<file path="src/alsa_pkg.sv">
// Shared types and constants for the aligned LIFO stack allocator.
// No dependencies; imported by alsa_ctrl and aligned_lifo_stack_allocator_unit.
`default_nettype none

package alsa_pkg;

	localparam int unsigned DEF_STACK_DEPTH = 64;
	localparam int unsigned HEADER_BYTES    = 16;
	localparam int unsigned MAX_ALIGN_LOG2  = 12;
	localparam int unsigned FRAME_W         = 64;
	localparam int unsigned PAD_W           = 14;

	localparam logic [1:0] CMD_ALLOC = 2'd0;
	localparam logic [1:0] CMD_FREE  = 2'd1;
	localparam logic [1:0] CMD_RESET = 2'd2;

	localparam logic [1:0] ST_OK       = 2'd0;
	localparam logic [1:0] ST_OOM      = 2'd1;
	localparam logic [1:0] ST_FULL     = 2'd2;
	localparam logic [1:0] ST_FREE_IGN = 2'd3;

	localparam logic [1:0] REG_BASE_ADDRESS = 2'd0;
	localparam logic [1:0] REG_REGION_BYTES = 2'd1;
	localparam logic [1:0] REG_START_OFFSET = 2'd2;

	typedef struct packed {
		logic [1:0]  command;
		logic [31:0] request_bytes;
		logic [3:0]  align_log2;
		logic [31:0] free_address;
	} cmd_t;

	typedef struct packed {
		logic [1:0]  status;
		logic [31:0] block_address;
		logic [31:0] used_offset;
		logic [31:0] peak_offset;
	} rsp_t;

	typedef struct packed {
		logic [31:0] base_address;
		logic [31:0] region_bytes;
		logic [11:0] start_offset;
	} cfg_t;

endpackage

`default_nettype wire

</file>
<file path="src/alsa_ram.sv">
// Generic single-write, single-read synchronous RAM with registered read data.
// No dependencies.
`default_nettype none

module alsa_ram #(
	parameter int unsigned WIDTH = 64,
	parameter int unsigned DEPTH = 64
) (
	input  wire logic                     clk,
	input  wire logic                     we,
	input  wire logic [$clog2(DEPTH)-1:0] waddr,
	input  wire logic [WIDTH-1:0]         wdata,
	input  wire logic                     re,
	input  wire logic [$clog2(DEPTH)-1:0] raddr,
	output logic      [WIDTH-1:0]         rdata
);

	logic [WIDTH-1:0] mem_q [DEPTH];

	always_ff @(posedge clk) begin
		if (we) begin
			mem_q[waddr] <= wdata;
		end
		if (re) begin
			rdata <= mem_q[raddr];
		end
	end

endmodule

`default_nettype wire

</file>
<file path="src/alsa_ctrl.sv">
// Command sequencer: offset, peak and frame count registers, padding and
// range checks, and read-modify-write of the frame memory. Uses alsa_pkg.
`default_nettype none

module alsa_ctrl #(
	parameter int unsigned STACK_DEPTH = alsa_pkg::DEF_STACK_DEPTH
) (
	input  wire logic                           clk,
	input  wire logic                           arst_n,
	input  wire alsa_pkg::cfg_t                 cfg,
	input  wire logic                           cmd_valid,
	output logic                                cmd_ready,
	input  wire alsa_pkg::cmd_t                 cmd,
	output logic                                done,
	output alsa_pkg::rsp_t                      result,
	input  wire logic                           result_space,
	output logic                                mem_we,
	output logic [$clog2(STACK_DEPTH)-1:0]      mem_waddr,
	output logic [alsa_pkg::FRAME_W-1:0]        mem_wdata,
	output logic                                mem_re,
	output logic [$clog2(STACK_DEPTH)-1:0]      mem_raddr,
	input  wire logic [alsa_pkg::FRAME_W-1:0]   mem_rdata
);
	import alsa_pkg::*;

	localparam int unsigned IDX_W = $clog2(STACK_DEPTH);
	localparam int unsigned CNT_W = $clog2(STACK_DEPTH + 1);

	typedef enum logic [1:0] {
		S_IDLE = 2'b01,
		S_EXEC = 2'b10
	} state_t;

	state_t           state_q;
	cmd_t             item_s1;
	logic [PAD_W-1:0] pad_s1;
	logic [32:0]      addr_s1;
	logic [32:0]      end_s1;
	logic [31:0]      used_q;
	logic [31:0]      peak_q;
	logic [CNT_W-1:0] count_q;

	logic             accept;
	logic [11:0]      addr_lo;
	logic [3:0]       lg;
	logic [11:0]      mask;
	logic [11:0]      pad_p;
	logic [12:0]      hdr_sum;
	logic [12:0]      hdr;
	logic [PAD_W-1:0] pad;
	logic [CNT_W-1:0] count_dec;

	logic [33:0]      new_used;
	logic             oom;
	logic             full;
	logic [31:0]      blk;
	logic             free_ok;
	logic             alloc_ok;
	logic             finish;

	assign cmd_ready = (state_q == S_IDLE);
	assign accept    = cmd_valid && cmd_ready;

	// padding from the low address bits; alignment is at most 4 KiB
	always_comb begin
		addr_lo = cfg.base_address[11:0] + used_q[11:0];
		lg      = (cmd.align_log2 > 4'(MAX_ALIGN_LOG2)) ? 4'(MAX_ALIGN_LOG2) : cmd.align_log2;
		mask    = 12'((13'd1 << lg) - 13'd1);
		pad_p   = (12'd0 - addr_lo) & mask;
		hdr_sum = 13'(HEADER_BYTES) + {1'b0, mask};
		hdr     = hdr_sum & ~{1'b0, mask};
		if ({2'b00, pad_p} >= PAD_W'(HEADER_BYTES)) begin
			pad = {2'b00, pad_p};
		end else begin
			pad = {2'b00, pad_p} + {1'b0, hdr};
		end
	end

	assign count_dec = count_q - CNT_W'(1);
	assign mem_re    = accept;
	assign mem_raddr = count_dec[IDX_W-1:0];

	always_comb begin
		new_used = {2'b00, used_q} + {{(34-PAD_W){1'b0}}, pad_s1} +
			{2'b00, item_s1.request_bytes};
		oom      = new_used > {2'b00, cfg.region_bytes};
		full     = count_q >= CNT_W'(STACK_DEPTH);
		blk      = addr_s1[31:0] + {{(32-PAD_W){1'b0}}, pad_s1};
		free_ok  = (count_q != '0) &&
			({1'b0, item_s1.free_address} >= {1'b0, cfg.base_address}) &&
			({1'b0, item_s1.free_address} < end_s1) &&
			({1'b0, item_s1.free_address} < addr_s1) &&
			(mem_rdata[63:32] == item_s1.free_address);
		alloc_ok = (item_s1.command == CMD_ALLOC) && !oom && !full;
		finish   = (state_q == S_EXEC) && result_space;
	end

	assign done      = finish;
	assign mem_we    = finish && alloc_ok;
	assign mem_waddr = count_q[IDX_W-1:0];
	assign mem_wdata = {blk, used_q};

	always_comb begin
		result.status        = ST_OK;
		result.block_address = '0;
		result.used_offset   = used_q;
		result.peak_offset   = peak_q;
		case (item_s1.command)
			CMD_ALLOC: begin
				if (oom) begin
					result.status = ST_OOM;
				end else if (full) begin
					result.status = ST_FULL;
				end else begin
					result.block_address = blk;
					result.used_offset   = new_used[31:0];
					result.peak_offset   = (new_used[31:0] > peak_q) ? new_used[31:0] : peak_q;
				end
			end
			CMD_FREE: begin
				if (free_ok) begin
					result.used_offset = mem_rdata[31:0];
				end else begin
					result.status = ST_FREE_IGN;
				end
			end
			CMD_RESET: begin
				result.used_offset = {20'd0, cfg.start_offset};
				result.peak_offset = {20'd0, cfg.start_offset};
			end
			default: begin
			end
		endcase
	end

	always_ff @(posedge clk) begin
		if (accept) begin
			item_s1 <= cmd;
			pad_s1  <= pad;
			addr_s1 <= {1'b0, cfg.base_address} + {1'b0, used_q};
			end_s1  <= {1'b0, cfg.base_address} + {1'b0, cfg.region_bytes};
		end
	end

	always_ff @(posedge clk or negedge arst_n) begin
		if (!arst_n) begin
			state_q <= S_IDLE;
			used_q  <= '0;
			peak_q  <= '0;
			count_q <= '0;
		end else begin
			case (state_q)
				S_IDLE: begin
					if (accept) begin
						state_q <= S_EXEC;
					end
				end
				S_EXEC: begin
					if (finish) begin
						state_q <= S_IDLE;
						used_q  <= result.used_offset;
						peak_q  <= result.peak_offset;
						if (alloc_ok) begin
							count_q <= count_q + CNT_W'(1);
						end else if (item_s1.command == CMD_FREE && free_ok) begin
							count_q <= count_dec;
						end else if (item_s1.command == CMD_RESET) begin
							count_q <= '0;
						end
					end
				end
				default: begin
					state_q <= S_IDLE;
				end
			endcase
		end
	end

endmodule

`default_nettype wire

</file>
<file path="src/aligned_lifo_stack_allocator_unit.sv">
// Aligned LIFO stack allocator: configuration registers, result register,
// sequencer and frame memory. Uses alsa_pkg, alsa_ctrl and alsa_ram.
//
// Usage:
//   cmd channel (cmd_valid/cmd_ready/cmd) takes allocate, free and reset
//   commands; rsp channel (rsp_valid/rsp_ready/rsp) returns one item per
//   command, in order. cfg_we/cfg_index/cfg_data write base address (0),
//   region size (1) and start offset (2); the user must write them only
//   while idle, the block itself does not enforce it. A new item is
//   accepted only after the last has finished, due to the frame memory
//   read-modify-write (read the top frame, then update and write back).
//   cmd_ready stays low in the execute state, in which the top frame read
//   data is checked, the update is formed and the result register loads.
//   When rsp_ready is low, the result register holds; the next item may
//   still be accepted, but waits in the execute state until the result
//   register frees up. Reset clears offsets, peak, frame count and the
//   configuration registers to zero; the frame memory is not cleared, as
//   a frame is only used after it was pushed. A reset command applies
//   start_offset.
`default_nettype none

module aligned_lifo_stack_allocator_unit #(
	parameter int unsigned STACK_DEPTH = alsa_pkg::DEF_STACK_DEPTH
) (
	input  wire logic           clk,
	input  wire logic           arst_n,
	input  wire logic           cmd_valid,
	output logic                cmd_ready,
	input  wire alsa_pkg::cmd_t cmd,
	output logic                rsp_valid,
	input  wire logic           rsp_ready,
	output alsa_pkg::rsp_t      rsp,
	input  wire logic           cfg_we,
	input  wire logic [1:0]     cfg_index,
	input  wire logic [31:0]    cfg_data
);
	import alsa_pkg::*;

	localparam int unsigned IDX_W = $clog2(STACK_DEPTH);

	cfg_t               cfg_q;
	rsp_t               rsp_q;
	logic               rsp_valid_q;
	logic               done;
	rsp_t               result;
	logic               result_space;
	logic               mem_we;
	logic [IDX_W-1:0]   mem_waddr;
	logic [FRAME_W-1:0] mem_wdata;
	logic               mem_re;
	logic [IDX_W-1:0]   mem_raddr;
	logic [FRAME_W-1:0] mem_rdata;

	always_ff @(posedge clk or negedge arst_n) begin
		if (!arst_n) begin
			cfg_q <= '0;
		end else if (cfg_we) begin
			case (cfg_index)
				REG_BASE_ADDRESS: cfg_q.base_address <= cfg_data;
				REG_REGION_BYTES: cfg_q.region_bytes <= cfg_data;
				REG_START_OFFSET: cfg_q.start_offset <= cfg_data[11:0];
				default: begin
				end
			endcase
		end
	end

	assign result_space = !rsp_valid_q || rsp_ready;

	always_ff @(posedge clk or negedge arst_n) begin
		if (!arst_n) begin
			rsp_valid_q <= 1'b0;
		end else if (done) begin
			rsp_valid_q <= 1'b1;
		end else if (rsp_ready) begin
			rsp_valid_q <= 1'b0;
		end
	end

	always_ff @(posedge clk) begin
		if (done) begin
			rsp_q <= result;
		end
	end

	assign rsp_valid = rsp_valid_q;
	assign rsp       = rsp_q;

	alsa_ctrl #(
		.STACK_DEPTH(STACK_DEPTH)
	) u_ctrl (
		.clk          (clk),
		.arst_n       (arst_n),
		.cfg          (cfg_q),
		.cmd_valid    (cmd_valid),
		.cmd_ready    (cmd_ready),
		.cmd          (cmd),
		.done         (done),
		.result       (result),
		.result_space (result_space),
		.mem_we       (mem_we),
		.mem_waddr    (mem_waddr),
		.mem_wdata    (mem_wdata),
		.mem_re       (mem_re),
		.mem_raddr    (mem_raddr),
		.mem_rdata    (mem_rdata)
	);

	alsa_ram #(
		.WIDTH(FRAME_W),
		.DEPTH(STACK_DEPTH)
	) u_frames (
		.clk   (clk),
		.we    (mem_we),
		.waddr (mem_waddr),
		.wdata (mem_wdata),
		.re    (mem_re),
		.raddr (mem_raddr),
		.rdata (mem_rdata)
	);

endmodule

`default_nettype wire
</file>
<file path="config.mk">
export PLATFORM = sky130hd
export DESIGN_NAME = aligned_lifo_stack_allocator_unit
export DESIGN_NICKNAME = d
export VERILOG_FILES = /design/src/alsa_pkg.sv /design/src/alsa_ram.sv /design/src/alsa_ctrl.sv /design/src/aligned_lifo_stack_allocator_unit.sv
export SDC_FILE = /design/constraint.sdc
export NUM_CORES = 2
export LEC_CHECK = 0
export BUFFER_PORTS_ARGS = -buffer_cell sky130_fd_sc_hd__buf_4
export CORE_UTILIZATION = 63
export CTS_CLUSTER_DIAMETER = 200
export DETAILED_ROUTE_END_ITERATION = 8
export PLACE_DENSITY = 0.8
export SLEW_MARGIN = 30
export SYNTH_ARGS = -nofsm -noshare
export SYNTH_HDL_FRONTEND = slang
export SYNTH_HIERARCHICAL = 1
export SYNTH_SLANG_ARGS = --single-unit
</file>
<file path="constraint.sdc">
create_clock -name clk -period 12.9 [get_ports clk]
set_clock_uncertainty 0.2 [all_clocks]
set_input_delay 1.29 -clock clk [delete_from_list [all_inputs] [get_ports clk]]
set_output_delay 1.29 -clock clk [all_outputs]
set_load 0.005 [all_outputs]
</file>
Yosys cells after proc, flatten, opt, wreduce, memory -nomap -nowiden --
Memory sizes are Yosys's and may differ from the RTL's. A register that Yosys moved wholly into a read port is not among the register bits. Index checks and enable logic that the tools add are counted.
Operators by class: $add $sub $neg 12, $lt $le $gt $ge 8, equal/unequal tests 9, shift-type cells 1, mux-type cells 22, bitwise logic cells 4, reduce and logical (&&, ||, !) cells 26
Operator list (count):
- 64-bit 2-to-1 mux | 2
- 32-bit case mux with 3 select lines | 1
- 32-bit by 32-bit adder with 33-bit output | 2
- 32-bit by 33-bit less-than comparator with 1-bit output | 2
- 32-bit 2-to-1 mux | 2
- 32-bit case mux with 2 select lines | 1
- 34-bit by 32-bit adder with 34-bit output | 1
- 34-bit by 32-bit > comparator with 1-bit output | 1
- 32-bit by 14-bit adder with 33-bit output | 1
- 32-bit by 14-bit adder with 32-bit output | 1
- 32-bit == test | 1
- 32-bit >= comparator | 1
- 32-bit > comparator | 1
- 7-bit 2-to-1 mux | 3
- 12-bit by 13-bit adder with 14-bit output | 1
- 5-bit by 12-bit adder with 13-bit output, first input constant | 1
- 13-bit bitwise AND | 1
- 12-bit inverter with 13-bit output | 1
- 12-bit adder | 1
- 12-bit bitwise AND | 1
- 12-bit by 5-bit >= comparator with 1-bit output, second input constant | 1
- 12-bit 2-to-1 mux | 1
- 1-bit by 4-bit left shift with 12-bit output, first input constant | 1
- 1-bit by 12-bit subtractor with 12-bit output, first input constant | 1
- 24 further kinds | 52
Storage, ports and cells: bits in registers 394, memory bits (writable) 4096, input port bits 109, output and inout bits 100, logic and storage cells 102, memories 1
Memories:
- u_frames.mem_q | words 64, width 64, rd ports 1, clocked after Yosys merged registers in 1, wr ports 1, line alsa_ram.sv:18 | logic [WIDTH-1:0] mem_q [DEPTH];

Logic depth before layout (Yosys ltp) --
word-level depth 9, depth in mapped cells 30, gate-level depth less buffers 27

By module --
Netlist, hierarchy kept.
Modules (own cells, without submodules):
- alsa_ram | instances 1, cells an instance 6598, area an instance 156989.3 um2
- alsa_ctrl | instances 1, cells an instance 2276, area an instance 20808.7 um2
- aligned_lifo_stack_allocator_unit | instances 1, cells an instance 263, area an instance 5846.9 um2

Least setup slack after synthesis --
Ideal clock, no wire load.
path kind register to register, from register u_ctrl.used_q[1], to memory u_frames.mem_q[48][0] (enable), library setup time 564 ps, arrival 10864 ps, required time 12136 ps, slack 1271 ps, cell stages (with the launch flop) 27, buffers on the path 3, cell sequence dfrtp_1 fa_1 ha_1 inv_1 fa_1 nand2b_1 a21o_1 a31oi_2 a31oi_1 or4b_4 nand2_1 xnor2_1 inv_1 ha_1 nand4_1 nor4_1 nor3b_1 a22oi_1 a21oi_1 or4b_1 buf_2 a21o_1 buf_6 buf_2 nor2_1 nand4b_1 nor3_1
Between the ends: word-level cells in the longest chain between the ends 9
RTL lines:
- start, declared | line alsa_ctrl.sv:39 | logic [31:0] used_q;
- start signal, assigned | line alsa_ctrl.sv:161 | used_q <= result.used_offset;
- 32-bit by 14-bit adder with 33-bit output | line alsa_ctrl.sv:84 | new_used = {2'b00, used_q} + {{(34-PAD_W){1'b0}}, pad_s1} +
- 34-bit by 32-bit adder with 34-bit output | line alsa_ctrl.sv:84
- 34-bit by 32-bit > comparator with 1-bit output | line alsa_ctrl.sv:86 | oom = new_used > {2'b00, cfg.region_bytes};
- 1-bit logical NOT | line alsa_ctrl.sv:94 | alloc_ok = (item_s1.command == CMD_ALLOC) && !oom && !full;
- 1-bit logical AND (2 in a row) | line alsa_ctrl.sv:94
- 1-bit logical AND | line alsa_ctrl.sv:99 | assign mem_we = finish && alloc_ok;
- via mem_we | line aligned_lifo_stack_allocator_unit.sv:47 | logic mem_we;
- 1-bit 2-to-1 mux | line alsa_ram.sv:21 | if (we) begin
- 1-bit 2-to-1 mux (not written as such) | line alsa_ram.sv:22 | mem_q[waddr] <= wdata;
- end, declared | line alsa_ram.sv:18
The timed path passes the listed nets, and every way through them passes these cells.

Final worst setup path --
from register u_ctrl.used_q[2], to memory u_frames.mem_q[12][0] (enable)
The elaborated chain is that of the path after synthesis.

==> summary.md <==
| Metric | Value |
|---|---|
| Leading area contributor after synthesis | `edfxtp_1` |
| Port buffer count | `208` |
| Post-CTS Setup Inserts | `0` |
| Clock sinks | `4554` |
| DIE AREA | `293700 µm²` |
| GR Overflow Total | `0` |
| Avg WL per Cell | `44.12 µm` |
| Fmax | `97.06 MHz` |
| CTS tree | `built` |
| Average cell area after synthesis | `20.10 µm²` |
| Area grow syn2layout | `12.59%` |
| Boundary pin count | `209` |
| Initial core utilization | `63.57%` |
| Pwr/cell area | `289.3 nW/µm²` |
| Number of synthesized register bits | `4554` |
| Relative slew slack | `22.72%` |
| Vias/cell | `7.671` |
| Detailed Route Iter0 Violations | `21260` |
| Critical R2R Capture | `u_frames/mem_q[12][0]` |
| Slew Limit Fails | `0` |
| Mapped cell area | `183600 µm²` |
| Max Cap Violations | `0` |
| Register area share after synthesis | `74.06%` |
| First-pass GRT wire length | `834900 µm` |
| WS Path Type | `reg -> reg` |
| Fin crit share | `79.86%` |
| Initial DRT Pass Iterations | `9` |
| Clk root buf | `clkbuf_16` |
| Antenna viol nets, final | `0` |
| Tot GR Track Use | `41.77%` |
| Failing checks | `DRC` |
| Synth Warn # | `6` |
| Main combinational cell family by area after synthesis | `multiplexers` |
| Final Hold Vio Count | `0` |
| Fin nets | `10090` |
| Peak VDD IR | `0.3401 mV` |
| Synth Area in Adders | `2.340%` |
| Xor/xnor cell area share of the yosys netlist | `0.7535%` |
| WP data arrival | `10680 ps` |
| Reg2reg start | `u_ctrl/used_q[2]` |
| Antenna violations before repair | `78` |
| Worst reg-to-reg setup slack | `2600 ps` |
| Chip height | `541.9 µm` |
| Synth Area in Simple Gates | `2.791%` |
| Post-CTS Hold Buffers | `0` |
| Clock buffer count from CTS | `436` |
| Core Region | `288900 µm²` |
| Largest net degree at the start of global routing | `116` |
| Min Tclk post-route | `10300 ps` |
| Share of flip-flops with an asynchronous set or reset | `3.294%` |
| Vias in the first global route | `102300` |
| FF-to-FF path depth | `27` |
| Number of synthesized flops with an enable pin | `4404` |
| Top post-synthesis cells by area | `edfxtp_1, mux4_2, ha_1, dfrtp_1, a22oi_1` |
| Top-area cell type share of the netlist area | `72.01%` |
| Setup violators final | `0` |
| Outcome | `complete, but fails checks` |
| LEAKAGE | `69.42 nW` |
| Drc violations | `1` |
| Layout cell share with drive strength beyond 1 | `25.11%` |
| Setup crit end kind | `flop` |
| Compound-gate portion of the synthesized area | `4.514%` |
| Final core occ | `71.57%` |
| Clock transition at the registers of the reported paths | `70 ps` |
| Main synth FF type | `edfxtp_1` |
| Post-cts resize count | `0` |
| RSZ-0062 raised after global routing | `false` |
| Cell Rows | `197` |
| Vias after detailed routing | `107000` |
| Placer Congestion | `1.003` |
| Max FO, Critical Path | `70` |
| Hold crit path type | `in -> async` |
| Post-synthesis mux area share | `13.78%` |
| Least-Margin Pin Slew | `1127 ps` |
| H-tree levels | `5` |
| Fin Hold WS | `222.4 ps` |
| Clock Latency Late Sink | `1000 ps` |
| Post-DP HPWL | `345900 µm` |
| Worst setup SP type | `flop` |
| Required time of the critical path | `13280 ps` |
| Netlist cell types | `98` |
| Post-Synthesis Cells | `9137` |
| Maximum clock insertion buffer count | `4` |
| Final TNS setup | `0 ps` |
| DRT Wirelength | `615100 µm` |
| Die X | `541.9 µm` |
synthesized netlist by cell type, types with 29 or more instances:
cell / instances
buf_4: 45
mux2_2: 75
a41oi_1: 29
xnor2_1: 103
nand2_1: 199
mux4_2: 1024
nand2b_1: 35
a22o_1: 92
a21oi_1: 150
and3_1: 87
o221ai_1: 51
xor2_1: 55
mux2i_1: 138
inv_1: 269
nand4_1: 34
clkbuf_1: 185
o311ai_0: 30
or2_2: 38
nand3_1: 120
edfxtp_1: 4404
and2_1: 42
a21o_1: 76
a22oi_1: 199
a221o_1: 36
ha_1: 313
o21ai_0: 89
o22ai_1: 93
a211oi_1: 85
nor2_1: 227
buf_2: 182
dfrtp_1: 149
nor3_1: 44
nor2b_1: 54
a31oi_1: 32
or3_1: 39
cell type report:
| class | count | area, µm² |
|---|---|---|
| Sequential cell | 4554 | 136100 |
| Fill cell | 15460 | 82120 |
| Multi-Input combinational cell | 3861 | 45530 |
| Clock buffer | 535 | 11450 |
| Tap cell | 3880 | 4855 |
| Timing Repair Buffer | 523 | 4599 |
| Clock inverter | 272 | 3118 |
| Inverter | 272 | 1046 |
| Antenna cell | 46 | 115.1 |
how the worst max path moves through the flow:
stage                                 from                     end  depth (start not counted)
after detailed placement  u_ctrl/used_q[2]  u_frames/mem_q[14][45]                         26
final                     u_ctrl/used_q[2]   u_frames/mem_q[12][0]                         27
after floorplan           u_ctrl/used_q[1]   u_frames/mem_q[48][0]                         26
after global placement    u_ctrl/used_q[2]  u_frames/mem_q[14][33]                         26
after global routing      u_ctrl/used_q[2]  u_frames/mem_q[12][62]                         28
after CTS                 u_ctrl/used_q[2]   u_frames/mem_q[14][8]                         26
report_power, final:
group / switching, W / total [W] / internal (W)
combinational: 0.0191 / 0.0264 / 0.00731
clock: 0.00588 / 0.0134 / 0.00749
sequential: 0.000514 / 0.0200 / 0.0195
total: 0.0255 / 0.0598 / 0.0343
flip-flops by register name (all words and copies together) (netlist names):
| signal | flops |
|---|---|
| cfg_q | 76 |
| rsp | 98 |
| rsp_valid | 1 |
| u_ctrl/addr_s1 | 33 |
| u_ctrl/count_q | 7 |
| u_ctrl/end_s1 | 33 |
| u_ctrl/item_s1 | 66 |
| u_ctrl/pad_s1 | 14 |
| u_ctrl/peak_q | 32 |
| u_ctrl/state_q | 2 |
| u_ctrl/used_q | 32 |
| u_frames/mem_q | 4096 |
| u_frames/rdata | 64 |
cells in the final DEF (no fill, tap or decap), types with 88 or more instances in the layout:
cell type  synthesis  routed
a22o_1            92      92
nor2_1           227     160
dfrtp_1          149     116
nand2_1          199     197
ha_1             313     312
mux4_2          1024    1024
inv_1            269     266
buf_4             45     465
a22oi_1          199     199
edfxtp_1        4404    4404
nand3_1          120     118
clkinv_1           2      99
o22ai_1           93      88
mux2i_1          138     138
clkbuf_16          0     440
a21oi_1          150     149
o21ai_0           89      89
kinds of logic after synthesis:
| logic type | count (synthesis) |
|---|---|
| flip-flops | 4554 |
| multiplexers | 1239 |
| AO/OA/AOI/OAI | 1134 |
| AND/OR/NAND/NOR | 996 |
| buffers and inverters | 723 |
| adder cells (fa/ha/maj) | 332 |
| XOR/XNOR | 158 |
| other | 1 |
worst max-delay path: stages, from the launching register on:
cell	delay, ps
dfrtp_2	390
buf_4	330
fa_1	670
inv_1	70
fa_1	450
nand2b_1	200
a21o_1	220
a31oi_2	380
a31oi_1	260
or4b_4	620
nand2_1	120
xnor2_1	200
inv_1	150
ha_1	320
nand4_1	200
nor4_1	480
nor3b_1	370
a22oi_1	150
a21oi_1	140
or4b_1	580
a21o_1	220
nor2_1	120
buf_4	310
nor2b_1	450
nand2_1	730
nor2_4	330
buf_4	510
buf_4	620
stage by stage:
step	total power (W)	cells	area (µm²)	worst slack, ps
3_5_place_dp	0.04403	13080	191700	2978
3_3_place_gp	0.04336	13070	191300	3135
5_1_grt	0.05992	13910	206700	2320
2_1_floorplan	0.03264	9138	183600	1271
4_1_cts	0.05783	13880	206300	2670
6_report	0.05982	13940	206800	2597
metal layers:
layer,global-route usage [%],part of all wire (%),routed length [µm]
met1,53.75,31,189300
met2,61.61,44,270100
met3,14.51,17,103000
met4,25.90,8.5,52320
met5,0.08220,0.065,398
(Power assumes the default switching activity.)
